--- config.mk ---
export PLATFORM = sky130hd
export DESIGN_NAME = tlb_fully_assoc_lru_unit
export DESIGN_NICKNAME = d
export VERILOG_FILES = /design/src/rtl/core/tlbfa_pkg.sv /design/src/rtl/core/tlbfa_store.sv /design/src/rtl/core/tlbfa_scan.sv /design/src/rtl/core/tlb_fully_assoc_lru_unit.sv
export SDC_FILE = /design/constraint.sdc
export NUM_CORES = 1
export LEC_CHECK = 0
export BUFFER_PORTS_ARGS = -buffer_cell sky130_fd_sc_hd__buf_4
export CORE_MARGIN = 1
export CORE_UTILIZATION = 55
export CTS_BUF_LIST = sky130_fd_sc_hd__clkbuf_4 sky130_fd_sc_hd__clkbuf_8
export DETAILED_ROUTE_END_ITERATION = 8
export GPL_TIMING_DRIVEN = 0
export HOLD_SLACK_MARGIN = 0.1
export PLACE_DENSITY = 0.74
export RECOVER_POWER = 25
export SYNTH_ARGS = -nofsm -noshare
export SYNTH_HDL_FRONTEND = slang
export SYNTH_HIERARCHICAL = 1
export SYNTH_SLANG_ARGS = --single-unit
--- constraint.sdc ---
create_clock -name clock -period 13.3 [get_ports clock]
set_clock_uncertainty 0.1 [all_clocks]
set_input_delay 3.325 -clock clock [delete_from_list [all_inputs] [get_ports clock]]
set_output_delay 3.325 -clock clock [all_outputs]
set_load 0.05 [all_outputs]
--- src/rtl/core/tlbfa_pkg.sv ---
package tlbfa_pkg;

   localparam int ENTRIES = 16;
   localparam int IDX_W   = (ENTRIES > 1) ? $clog2(ENTRIES) : 1;
   localparam int OP_W    = 2;
   localparam int VPN_W   = 32;
   localparam int PPN_W   = 20;
   localparam int CYC_W   = 32;
   localparam int SLOT_W  = 4;

   localparam logic [IDX_W-1:0] LAST_IDX = IDX_W'(ENTRIES - 1);

   localparam logic [OP_W-1:0] OP_LOOKUP  = 2'd0;
   localparam logic [OP_W-1:0] OP_FILL    = 2'd1;
   localparam logic [OP_W-1:0] OP_PF_FILL = 2'd2;

   typedef struct packed {
      logic [OP_W-1:0]  op;
      logic [VPN_W-1:0] vpn;
      logic [PPN_W-1:0] ppn;
      logic [CYC_W-1:0] cycle;
   } req_type;

   typedef struct packed {
      logic              hit;
      logic [PPN_W-1:0]  ppn_out;
      logic [SLOT_W-1:0] slot;
   } rsp_type;

   // one entry as seen on the store's read port
   typedef struct packed {
      logic             valid;
      logic [VPN_W-1:0] tag;
      logic [PPN_W-1:0] frame;
      logic [CYC_W-1:0] stamp;
   } entry_type;

   typedef struct packed {
      logic             wr_fill;
      logic             wr_stamp;
      logic             clr_valid;
      logic [IDX_W-1:0] idx;
      logic [VPN_W-1:0] tag;
      logic [PPN_W-1:0] frame;
      logic [CYC_W-1:0] stamp;
   } store_cmd_type;

   typedef struct packed {
      logic             start;
      logic             step;
      logic [OP_W-1:0]  op;
      logic [VPN_W-1:0] vpn;
      logic [PPN_W-1:0] ppn;
      logic [IDX_W-1:0] idx;
   } scan_ctl_type;

   typedef struct packed {
      logic             hit;
      logic [PPN_W-1:0] hit_frame;
      logic [IDX_W-1:0] hit_idx;
      logic [IDX_W-1:0] victim_idx;
      logic             touch;
      logic             kill;
   } scan_res_type;

endpackage

--- src/rtl/core/tlbfa_store.sv ---
module tlbfa_store (
   input  logic                    clock,
   input  logic                    reset,
   input  logic [tlbfa_pkg::IDX_W-1:0] rd_idx,
   output tlbfa_pkg::entry_type    rd_entry,
   input  tlbfa_pkg::store_cmd_type cmd
);
   import tlbfa_pkg::*;

   logic [ENTRIES-1:0] valid_ff;
   logic [VPN_W-1:0]   tag_ff   [ENTRIES];
   logic [PPN_W-1:0]   frame_ff [ENTRIES];
   logic [CYC_W-1:0]   stamp_ff [ENTRIES];

   always_comb begin
      rd_entry.valid = valid_ff[rd_idx];
      rd_entry.tag   = tag_ff[rd_idx];
      rd_entry.frame = frame_ff[rd_idx];
      rd_entry.stamp = stamp_ff[rd_idx];
   end

   always_ff @(posedge clock) begin
      if (reset) begin
         valid_ff <= '0;
      end else begin
         if (cmd.clr_valid) begin
            valid_ff[cmd.idx] <= 1'b0;
         end
         if (cmd.wr_fill) begin
            valid_ff[cmd.idx] <= 1'b1;
         end
      end
   end

   // stamps are only read for valid entries, which always got one on fill
   always_ff @(posedge clock) begin
      if (cmd.wr_fill) begin
         tag_ff[cmd.idx]   <= cmd.tag;
         frame_ff[cmd.idx] <= cmd.frame;
      end
      if (cmd.wr_fill || cmd.wr_stamp) begin
         stamp_ff[cmd.idx] <= cmd.stamp;
      end
   end

endmodule

--- src/rtl/core/tlbfa_scan.sv ---
module tlbfa_scan (
   input  logic                   clock,
   input  logic                   reset,
   input  tlbfa_pkg::scan_ctl_type ctl,
   input  tlbfa_pkg::entry_type   rd_entry,
   output tlbfa_pkg::scan_res_type res
);
   import tlbfa_pkg::*;

   logic             hit_ff, hit_in;
   logic [PPN_W-1:0] hit_frame_ff, hit_frame_in;
   logic [IDX_W-1:0] hit_idx_ff, hit_idx_in;
   logic             free_ff, free_in;
   logic [IDX_W-1:0] free_idx_ff, free_idx_in;
   logic             have_min_ff, have_min_in;
   logic [CYC_W-1:0] min_stamp_ff, min_stamp_in;
   logic [IDX_W-1:0] min_idx_ff, min_idx_in;

   logic tag_eq, frame_eq, eff_valid, is_lookup, is_pf;

   always_comb begin
      is_lookup = (ctl.op == OP_LOOKUP);
      is_pf     = (ctl.op == OP_PF_FILL);
      tag_eq    = rd_entry.valid && (rd_entry.tag == ctl.vpn);
      frame_eq  = rd_entry.valid && (rd_entry.frame == ctl.ppn);
      // an entry dropped by the page-fault pass counts as free right away
      eff_valid = rd_entry.valid && !(is_pf && frame_eq);

      hit_in       = hit_ff;
      hit_frame_in = hit_frame_ff;
      hit_idx_in   = hit_idx_ff;
      free_in      = free_ff;
      free_idx_in  = free_idx_ff;
      have_min_in  = have_min_ff;
      min_stamp_in = min_stamp_ff;
      min_idx_in   = min_idx_ff;

      if (ctl.start) begin
         hit_in       = 1'b0;
         hit_frame_in = '0;
         hit_idx_in   = '0;
         free_in      = 1'b0;
         free_idx_in  = '0;
         have_min_in  = 1'b0;
         min_stamp_in = '0;
         min_idx_in   = '0;
      end else if (ctl.step) begin
         if (is_lookup && tag_eq && !hit_ff) begin
            hit_in       = 1'b1;
            hit_frame_in = rd_entry.frame;
            hit_idx_in   = ctl.idx;
         end
         if (!eff_valid && !free_ff) begin
            free_in     = 1'b1;
            free_idx_in = ctl.idx;
         end
         if (eff_valid && (!have_min_ff || (rd_entry.stamp < min_stamp_ff))) begin
            have_min_in  = 1'b1;
            min_stamp_in = rd_entry.stamp;
            min_idx_in   = ctl.idx;
         end
      end

      res.hit        = hit_ff;
      res.hit_frame  = hit_frame_ff;
      res.hit_idx    = hit_idx_ff;
      res.victim_idx = free_ff ? free_idx_ff : min_idx_ff;
      res.touch      = ctl.step && is_lookup && tag_eq;
      res.kill       = ctl.step && is_pf && frame_eq;
   end

   always_ff @(posedge clock) begin
      if (reset) begin
         hit_ff      <= 1'b0;
         free_ff     <= 1'b0;
         have_min_ff <= 1'b0;
      end else begin
         hit_ff      <= hit_in;
         free_ff     <= free_in;
         have_min_ff <= have_min_in;
      end
   end

   always_ff @(posedge clock) begin
      hit_frame_ff <= hit_frame_in;
      hit_idx_ff   <= hit_idx_in;
      free_idx_ff  <= free_idx_in;
      min_stamp_ff <= min_stamp_in;
      min_idx_ff   <= min_idx_in;
   end

endmodule

--- src/rtl/core/tlb_fully_assoc_lru_unit.sv ---
// Fully associative TLB with LRU replacement by timestamps. Ops: lookup (hit,
// frame and slot; touches the stamp of every matching entry), fill (first free
// entry, else oldest stamp, lowest index on ties) and page-fault fill (drops
// entries with the same frame, then fills); op 3 returns all zeros without a
// scan. The other ops walk the entries one per cycle through a single compare
// unit; req_stall is held high until the result transfer completes.
module tlb_fully_assoc_lru_unit (
   input  logic               clock,
   input  logic               reset,
   input  logic               req_valid,
   output logic               req_stall,
   input  tlbfa_pkg::req_type req_data,
   output logic               rsp_valid,
   input  logic               rsp_stall,
   output tlbfa_pkg::rsp_type rsp_data
);
   import tlbfa_pkg::*;

   typedef enum logic [1:0] {
      S_IDLE,
      S_SCAN,
      S_DONE,
      S_RESP
   } state_type;

   state_type        state_ff, state_in;
   req_type          req_ff, req_in;
   rsp_type          rsp_ff, rsp_in;
   logic [IDX_W-1:0] idx_ff, idx_in;

   logic          req_xfer;
   scan_ctl_type  scan_ctl;
   scan_res_type  scan_res;
   entry_type     rd_entry;
   store_cmd_type cmd;

   assign req_stall = (state_ff != S_IDLE);
   assign req_xfer  = req_valid && !req_stall;
   assign rsp_valid = (state_ff == S_RESP);
   assign rsp_data  = rsp_ff;

   always_comb begin
      scan_ctl.start = req_xfer;
      scan_ctl.step  = (state_ff == S_SCAN);
      scan_ctl.op    = req_ff.op;
      scan_ctl.vpn   = req_ff.vpn;
      scan_ctl.ppn   = req_ff.ppn;
      scan_ctl.idx   = idx_ff;

      cmd.wr_fill   = (state_ff == S_DONE) && (req_ff.op != OP_LOOKUP);
      cmd.wr_stamp  = scan_res.touch;
      cmd.clr_valid = scan_res.kill;
      cmd.idx       = (state_ff == S_DONE) ? scan_res.victim_idx : idx_ff;
      cmd.tag       = req_ff.vpn;
      cmd.frame     = req_ff.ppn;
      cmd.stamp     = req_ff.cycle;
   end

   always_comb begin
      state_in = state_ff;
      req_in   = req_ff;
      rsp_in   = rsp_ff;
      idx_in   = idx_ff;

      unique case (state_ff)
         S_IDLE: begin
            if (req_xfer) begin
               req_in = req_data;
               idx_in = '0;
               if (req_data.op == OP_LOOKUP || req_data.op == OP_FILL ||
                   req_data.op == OP_PF_FILL) begin
                  state_in = S_SCAN;
               end else begin
                  rsp_in   = '0;
                  state_in = S_RESP;
               end
            end
         end
         S_SCAN: begin
            if (idx_ff == LAST_IDX) begin
               state_in = S_DONE;
            end else begin
               idx_in = idx_ff + 1'b1;
            end
         end
         S_DONE: begin
            if (req_ff.op == OP_LOOKUP) begin
               rsp_in.hit     = scan_res.hit;
               rsp_in.ppn_out = scan_res.hit ? scan_res.hit_frame : '0;
               rsp_in.slot    = SLOT_W'(scan_res.hit_idx);
            end else begin
               rsp_in.hit     = 1'b0;
               rsp_in.ppn_out = '0;
               rsp_in.slot    = SLOT_W'(scan_res.victim_idx);
            end
            state_in = S_RESP;
         end
         S_RESP: begin
            if (!rsp_stall) begin
               state_in = S_IDLE;
            end
         end
         default: begin
            state_in = S_IDLE;
         end
      endcase
   end

   always_ff @(posedge clock) begin
      if (reset) begin
         state_ff <= S_IDLE;
      end else begin
         state_ff <= state_in;
      end
      req_ff <= req_in;
      rsp_ff <= rsp_in;
      idx_ff <= idx_in;
   end

   tlbfa_store u_store (
      .clock    (clock),
      .reset    (reset),
      .rd_idx   (idx_ff),
      .rd_entry (rd_entry),
      .cmd      (cmd)
   );

   tlbfa_scan u_scan (
      .clock    (clock),
      .reset    (reset),
      .ctl      (scan_ctl),
      .rd_entry (rd_entry),
      .res      (scan_res)
   );

endmodule

==> impl_metrics.ini, run 1 <==
[synthesis]
ys_warn_count = 6
synthFlopType = edfxtp_1
synth-edff-count = 1459
synth_cells = 2851
yosysMostFrequentCell = edfxtp_1
synth_top_cell_by_area = edfxtp_1
ys_async_sr_fraction_pct = 0
syn_area_per_cell_um2 = 20.8
syn_area_um2 = 59400
ys_seq_elements = 1544
yosysSeqAreaShare_pct = 76.6
synth_fp_nets = 2978
synth_commonest_cells = edfxtp_1 (1,459), mux4_2 (340), a22oi_1 (171)
synth_area_leaders = edfxtp_1 (74%), mux4_2 (13%), dfxtp_1 (2.9%)
ys_types = 52
yosysTopAreaCellShare_pct = 73.7

[timing]
tns_ns = 0
period_needed_ns = 7.74
finalCritPeriodShare_pct = 58.2
tightestPinTransition_ns = 1.28
rsz0062_at_grt = no
relSlewSlack_pct = 14.1
clock.fmax_mhz = 129
final_hold_viol_count = 0
drv_slew = 0
setup_viol = 0

[detailed_routing]
drc = 0
drt-pass1-iter-count = 5
wire_per_inst_um = 28.2
drt_iter0_drc = 3095
wl_mm = 136
ant_nets = 0
num_vias = 30200
vias_per_cell = 6.24

[clock_network]
clk_latency_ns = 0.92
cts_resized = 0
clockRootBuffer = clkbuf_8
hold_buffers = 0
htreeDepth = 4
cts_tree = built
cts.sinks = 1544
clockBufferDepth = 3
clk_pin_slew_ns = 0.06
postCtsSetupRepairBufs = 0
cts_buffers = 230

[worst_hold_path]
holdPathStages = 2
hp-class = flip-flop to flip-flop

[critical_path]
worst-path-max-fanout = 18
critical_path_arrival_ns = 8.23
worst-setup-path-type = flip-flop to flip-flop
reg2regPathDepth = 15
start_kind = flip-flop
critPathCaptureType = flip-flop
required_ns = 13.79

[global_route]
grt_pass1_wl_mm = 199
gr-total-overflow = 0
antenna_found_initial = 4
grt_max_degree = 53
grt_pass1_vias = 31300
track_usage_pct = 25.3

[floorplanning]
die_h_um = 331
pin_count = 117
die_x_um = 331
start_util_pct = 55.5
rows = 120
core_area_um2 = 107000
fp.dieArea_um2 = 109000

[placement]
portBuffers = 116
place_hpwl_mm = 82.7
gp_congestion = 0.848
placed_cell_area_um2 = 63000

[finish]
area_growth_pct = 13.8
postLayoutCellArea_um2 = 67600
drive_above_1_share_pct = 28.2
n_fill_cell = 7036
fin_nets = 3356

[run]
maxCapViolCount = 0

[outcome]
status = finished clean

[power]
vdd_ir_drop_max_uv = 118
power_leakage_nw = 21.6
intPower_mw = 9.36
power_density_nw_per_um2 = 203
p_sw_mw = 4.34
p_sw_share_pct = 31.7
pwr-share-clk_pct = 27.7
seqPwrFrac_pct = 44.2
p_comb_share_pct = 28.1
## power by group through the flow
stage	logic (mW)	clock network, mW	registers, mW
CTS	3.84	3.87	6.06
global placement	3.67	0	6.14
floorplan	2.57	0	6.07
finish	3.85	3.80	6.05
detailed placement	3.82	0	6.16
global route	4.07	4.07	6.09
## layout by cell type (no fill, tap or decap), types with 18 or more instances in the layout
| cell type | count |
|---|---|
| nand2_1 | 108 |
| a21oi_1 | 24 |
| buf_4 | 137 |
| clkbuf_4 | 70 |
| edfxtp_1 | 1459 |
| buf_2 | 18 |
| nor2_1 | 44 |
| clkbuf_1 | 66 |
| a22oi_1 | 171 |
| ha_1 | 37 |
| inv_1 | 50 |
| buf_1 | 27 |
| xor2_1 | 27 |
| clkinv_1 | 59 |
| xnor2_1 | 27 |
| mux2i_1 | 64 |
| mux4_2 | 340 |
| nand2b_1 | 74 |
| dfxtp_1 | 85 |
| buf_16 | 20 |
| clkinv_2 | 37 |
| clkbuf_8 | 242 |
| and2_1 | 26 |
## registers in the layout, summed over array words and instances, names as in the netlist, 16 cells and up
register	flops
u_store/tag_ff	512
rsp_data	25
u_store/valid_ff	16
u_store/frame_ff	320
u_scan/hit_frame_ff	20
u_scan/min_stamp_ff	32
u_store/stamp_ff	512
cmd	84
## cell type report
class                   count  area (um^2)  area share [%]
flip-flops and latches   1544        45500            67.3
multi-input cells        1103        13100            19.4
clock buffers             312         3860            5.70
well taps                1403         1760            2.60
repair buffers            146         1620            2.40
plain buffers             148          792            1.17
clock inverters           115          747            1.10
inverters                  56          225           0.333
diodes                      6         15.0          0.0222
## through the flow
step	setup slack [ns]	cells	power, mW	util, %	hold slack, ns
CTS	5.80	4827	13.8	63.2	0.381
finish	5.56	4833	13.7	63.2	0.380
global placement	3.73	4370	9.81	58.0	0.359
floorplan	6.46	2851	8.64	-	0.346
global route	5.54	4829	14.2	63.2	0.392
detailed placement	5.89	4400	9.97	58.9	0.370
## cells by family after synthesis
kind of cell / synth area share [%]
mux: 14.1
flops: 76.6
xor+xnor: 0.796
simple gates: 3.03
buf+inv: 1.69
compound gates: 3.00
fa+ha+maj: 0.779
## critical path, stage by stage, from the launching register on
cell      delay, ns
edfxtp_1       0.52
buf_2          0.31
buf_2          0.55
buf_1          0.65
mux4_2         0.42
a22oi_1        0.26
nand2_1        0.11
xnor2_1        0.45
nand4_1        0.32
nor2_1         0.18
nand3_1        0.11
nor4_1         0.98
nor2_1         0.62
clkbuf_1       0.64
nor2_4         0.88
buf_16         0.26
## routing by layer
layer	vias to the layer above	part of all wire, %	track usage [%]	wire (um)
met4	0	3.3	10.0	4460
met3	279	8.6	5.26	11700
met2	1640	50	41.3	67800
met5	-	0	0	0
met1	15700	38	33.4	52500
li1	12500	-	-	-
## final timing paths
path,from,endpoint,slack (ns)
setup / recovery,idx_ff[1]$_SDFFCE_PN0P_,u_store/stamp_ff[8][22]$_DFFE_PP_,5.56
hold / removal,u_scan/min_stamp_ff[5]$_SDFFE_PP0P_,u_scan/min_stamp_ff[5]$_SDFFE_PP0P_,0.38
setup reg to reg,idx_ff[1]$_SDFFCE_PN0P_,u_store/stamp_ff[8][22]$_DFFE_PP_,5.56
hold reg to reg,u_scan/min_stamp_ff[5]$_SDFFE_PP0P_,u_scan/min_stamp_ff[5]$_SDFFE_PP0P_,0.38
(Power assumes the default switching activity.)
==> run 2, diff against run 1 <==
==> constraint.sdc (replaced) <==
create_clock -name clock -period 7.66 [get_ports clock]
set_clock_uncertainty 0.1 [all_clocks]
set_input_delay 1.915 -clock clock [delete_from_list [all_inputs] [get_ports clock]]
set_output_delay 1.915 -clock clock [all_outputs]
set_load 0.05 [all_outputs]
==> run 2 against run 1 <==
- final cell count rose by 0.29%
- die area did not move
- power rose by 74%
- non-clock buffer count rose by 14
- largest power group unchanged
==> impl_metrics.ini, run 2 (synthesis results as in run 1) <==
[outcome]
status = finished clean

[placement]
dp.cells = 4400
place_hpwl_mm = 82.7
gp_congestion = 0.848
portBuffers = 116

[global_route]
grt_pass1_vias = 31300
antenna_found_initial = 4
gr-total-overflow = 0
grt_pass1_wl_mm = 199
grt_max_degree = 53
track_usage_pct = 25.3

[critical_path]
reg2regPathDepth = 15
required_ns = 8.16
crit-reg2reg-launch = idx_ff[1]$_SDFFCE_PN0P_
worst-setup-path-type = flip-flop to flip-flop
critical_path_arrival_ns = 7.54
reg2reg_to = u_store/stamp_ff[6][15]$_DFFE_PP_
regToRegSetupSlack_ns = 0.62
critPathCaptureType = flip-flop
worst-path-max-fanout = 17
start_kind = flip-flop

[worst_hold_path]
hold_path_end = u_scan/min_stamp_ff[5]$_SDFFE_PP0P_
hp-class = flip-flop to flip-flop
min_from = u_scan/min_stamp_ff[5]$_SDFFE_PP0P_
holdPathStages = 2

[floorplanning]
die_x_um = 331
core_area_um2 = 107000
fp.dieArea_um2 = 109000
pin_count = 117
die_h_um = 331
rows = 120
start_util_pct = 55.5

[clock_network]
clk_latency_ns = 0.93
cts.sinks = 1544
clockRootBuffer = clkbuf_8
clockBufferDepth = 3
cts_tree = built
htreeDepth = 4
cts_buffers = 230
clk_pin_slew_ns = 0.06

[detailed_routing]
drt_iter0_drc = 3232
wl_mm = 137
ant_nets = 0
drt-pass1-iter-count = 6
drc = 0
wire_per_inst_um = 28.2
num_vias = 30200
vias_per_cell = 6.24

[timing]
period_needed_ns = 7.04
final_hold_viol_count = 0
hold_slack_ns = 0.380
tightestPinTransition_ns = 1.29
setup_viol = 0
rsz0062_at_grt = no
clock.fmax_mhz = 142
finalCritPeriodShare_pct = 91.9
relSlewSlack_pct = 14.0
drv_slew = 0

[finish]
layout_common_cells = edfxtp_1 (1,459), mux4_2 (340), clkbuf_8 (242), a22oi_1 (171), buf_4 (146)
top_regs = u_store/stamp_ff (512), u_store/tag_ff (512), u_store/frame_ff (320)
area_growth_pct = 14.1
fin_nets = 3370
drive_above_1_share_pct = 28.5
final_common_cell = edfxtp_1
n_fill_cell = 7001
final_util_pct = 63.3
final_cells = 4847

[power]
power_leakage_nw = 21.7
power_density_nw_per_um2 = 351
finalPower_mw = 23.8
vdd_ir_drop_max_uv = 205

[run]
maxCapViolCount = 0
-- run 2: worst max-delay path by stage --
stage	startpoint	to	slack, ns	depth (start not counted)
floorplan	req_valid	rsp_data[0]$_SDFFCE_PN0P_	2.23	2
global placement	idx_ff[1]$_SDFFCE_PN0P_	u_store/stamp_ff[10][22]$_DFFE_PP_	-1.16	14
detailed placement	idx_ff[1]$_SDFFCE_PN0P_	u_store/stamp_ff[11][22]$_DFFE_PP_	0.25	15
CTS	idx_ff[1]$_SDFFCE_PN0P_	u_store/stamp_ff[11][30]$_DFFE_PP_	0.16	15
global route	idx_ff[1]$_SDFFCE_PN0P_	u_store/stamp_ff[3][15]$_DFFE_PP_	0.39	15
finish	idx_ff[1]$_SDFFCE_PN0P_	u_store/stamp_ff[6][15]$_DFFE_PP_	0.62	15
-- run 2: power by group --
part,total (mW),switching (mW),internal (mW)
clock,6.60,3.09,3.51
combinational,6.69,3.95,2.75
sequential,10.5,0.518,9.99
total,23.8,7.56,16.2
-- run 2: cell type report --
class                           instances  area, um^2  area share, %
Timing Repair Buffer                  160        1790           2.64
Inverter                               56         225          0.332
Multi-Input combinational cell       1103       13100           19.3
Antenna cell                            6        15.0         0.0221
Buffer                                148         792           1.17
Clock buffer                          312        3860           5.69
Clock inverter                        115         747           1.10
Sequential cell                      1544       45500           67.1
Tap cell                             1403        1760           2.59
-- run 2: stage by stage --
| stage | cell area, um^2 | setup TNS (ns) | setup WS (ns) |
|---|---|---|---|
| after global placement | 62100 | -528.93 | -1.16 |
| after CTS | 67600 | 0 | 0.156 |
| after detailed placement | 63000 | 0 | 0.254 |
| after global routing | 67800 | 0 | 0.391 |
| after floorplan | 59400 | 0 | 2.23 |
| final | 67800 | 0 | 0.618 |
-- run 2: timing repair --
action,4_1_cts,5_1_grt
hold endpoints to repair,0,0
gates resized for setup,0,1
hold buffers,0,0
endpoints found under the setup margin,0,118
setup buffers,0,14
-- run 2: layer usage --
metal | vias to the layer above | GRT usage [%] | share of wire [%]
li1 | 12600 | - | -
met1 | 15700 | 33.4 | 38
met2 | 1642 | 41.3 | 50
met3 | 296 | 5.26 | 8.8
met4 | 0 | 10.0 | 3.4
met5 | - | 0 | 0
-- run 2: worst max-delay path: stages, from the launching register on --
cell and delay, ns:
edfxtp_1 0.51, buf_2 0.32, buf_2 0.55, buf_1 0.64
mux4_2 0.42, a22oi_1 0.26, nand2_1 0.11, xnor2_1 0.43
nand4_1 0.32, nor2_1 0.18, nand3_1 0.12, nor4_2 0.54
nor2_1 0.48, clkbuf_1 0.61, nor2_4 0.81, buf_16 0.26
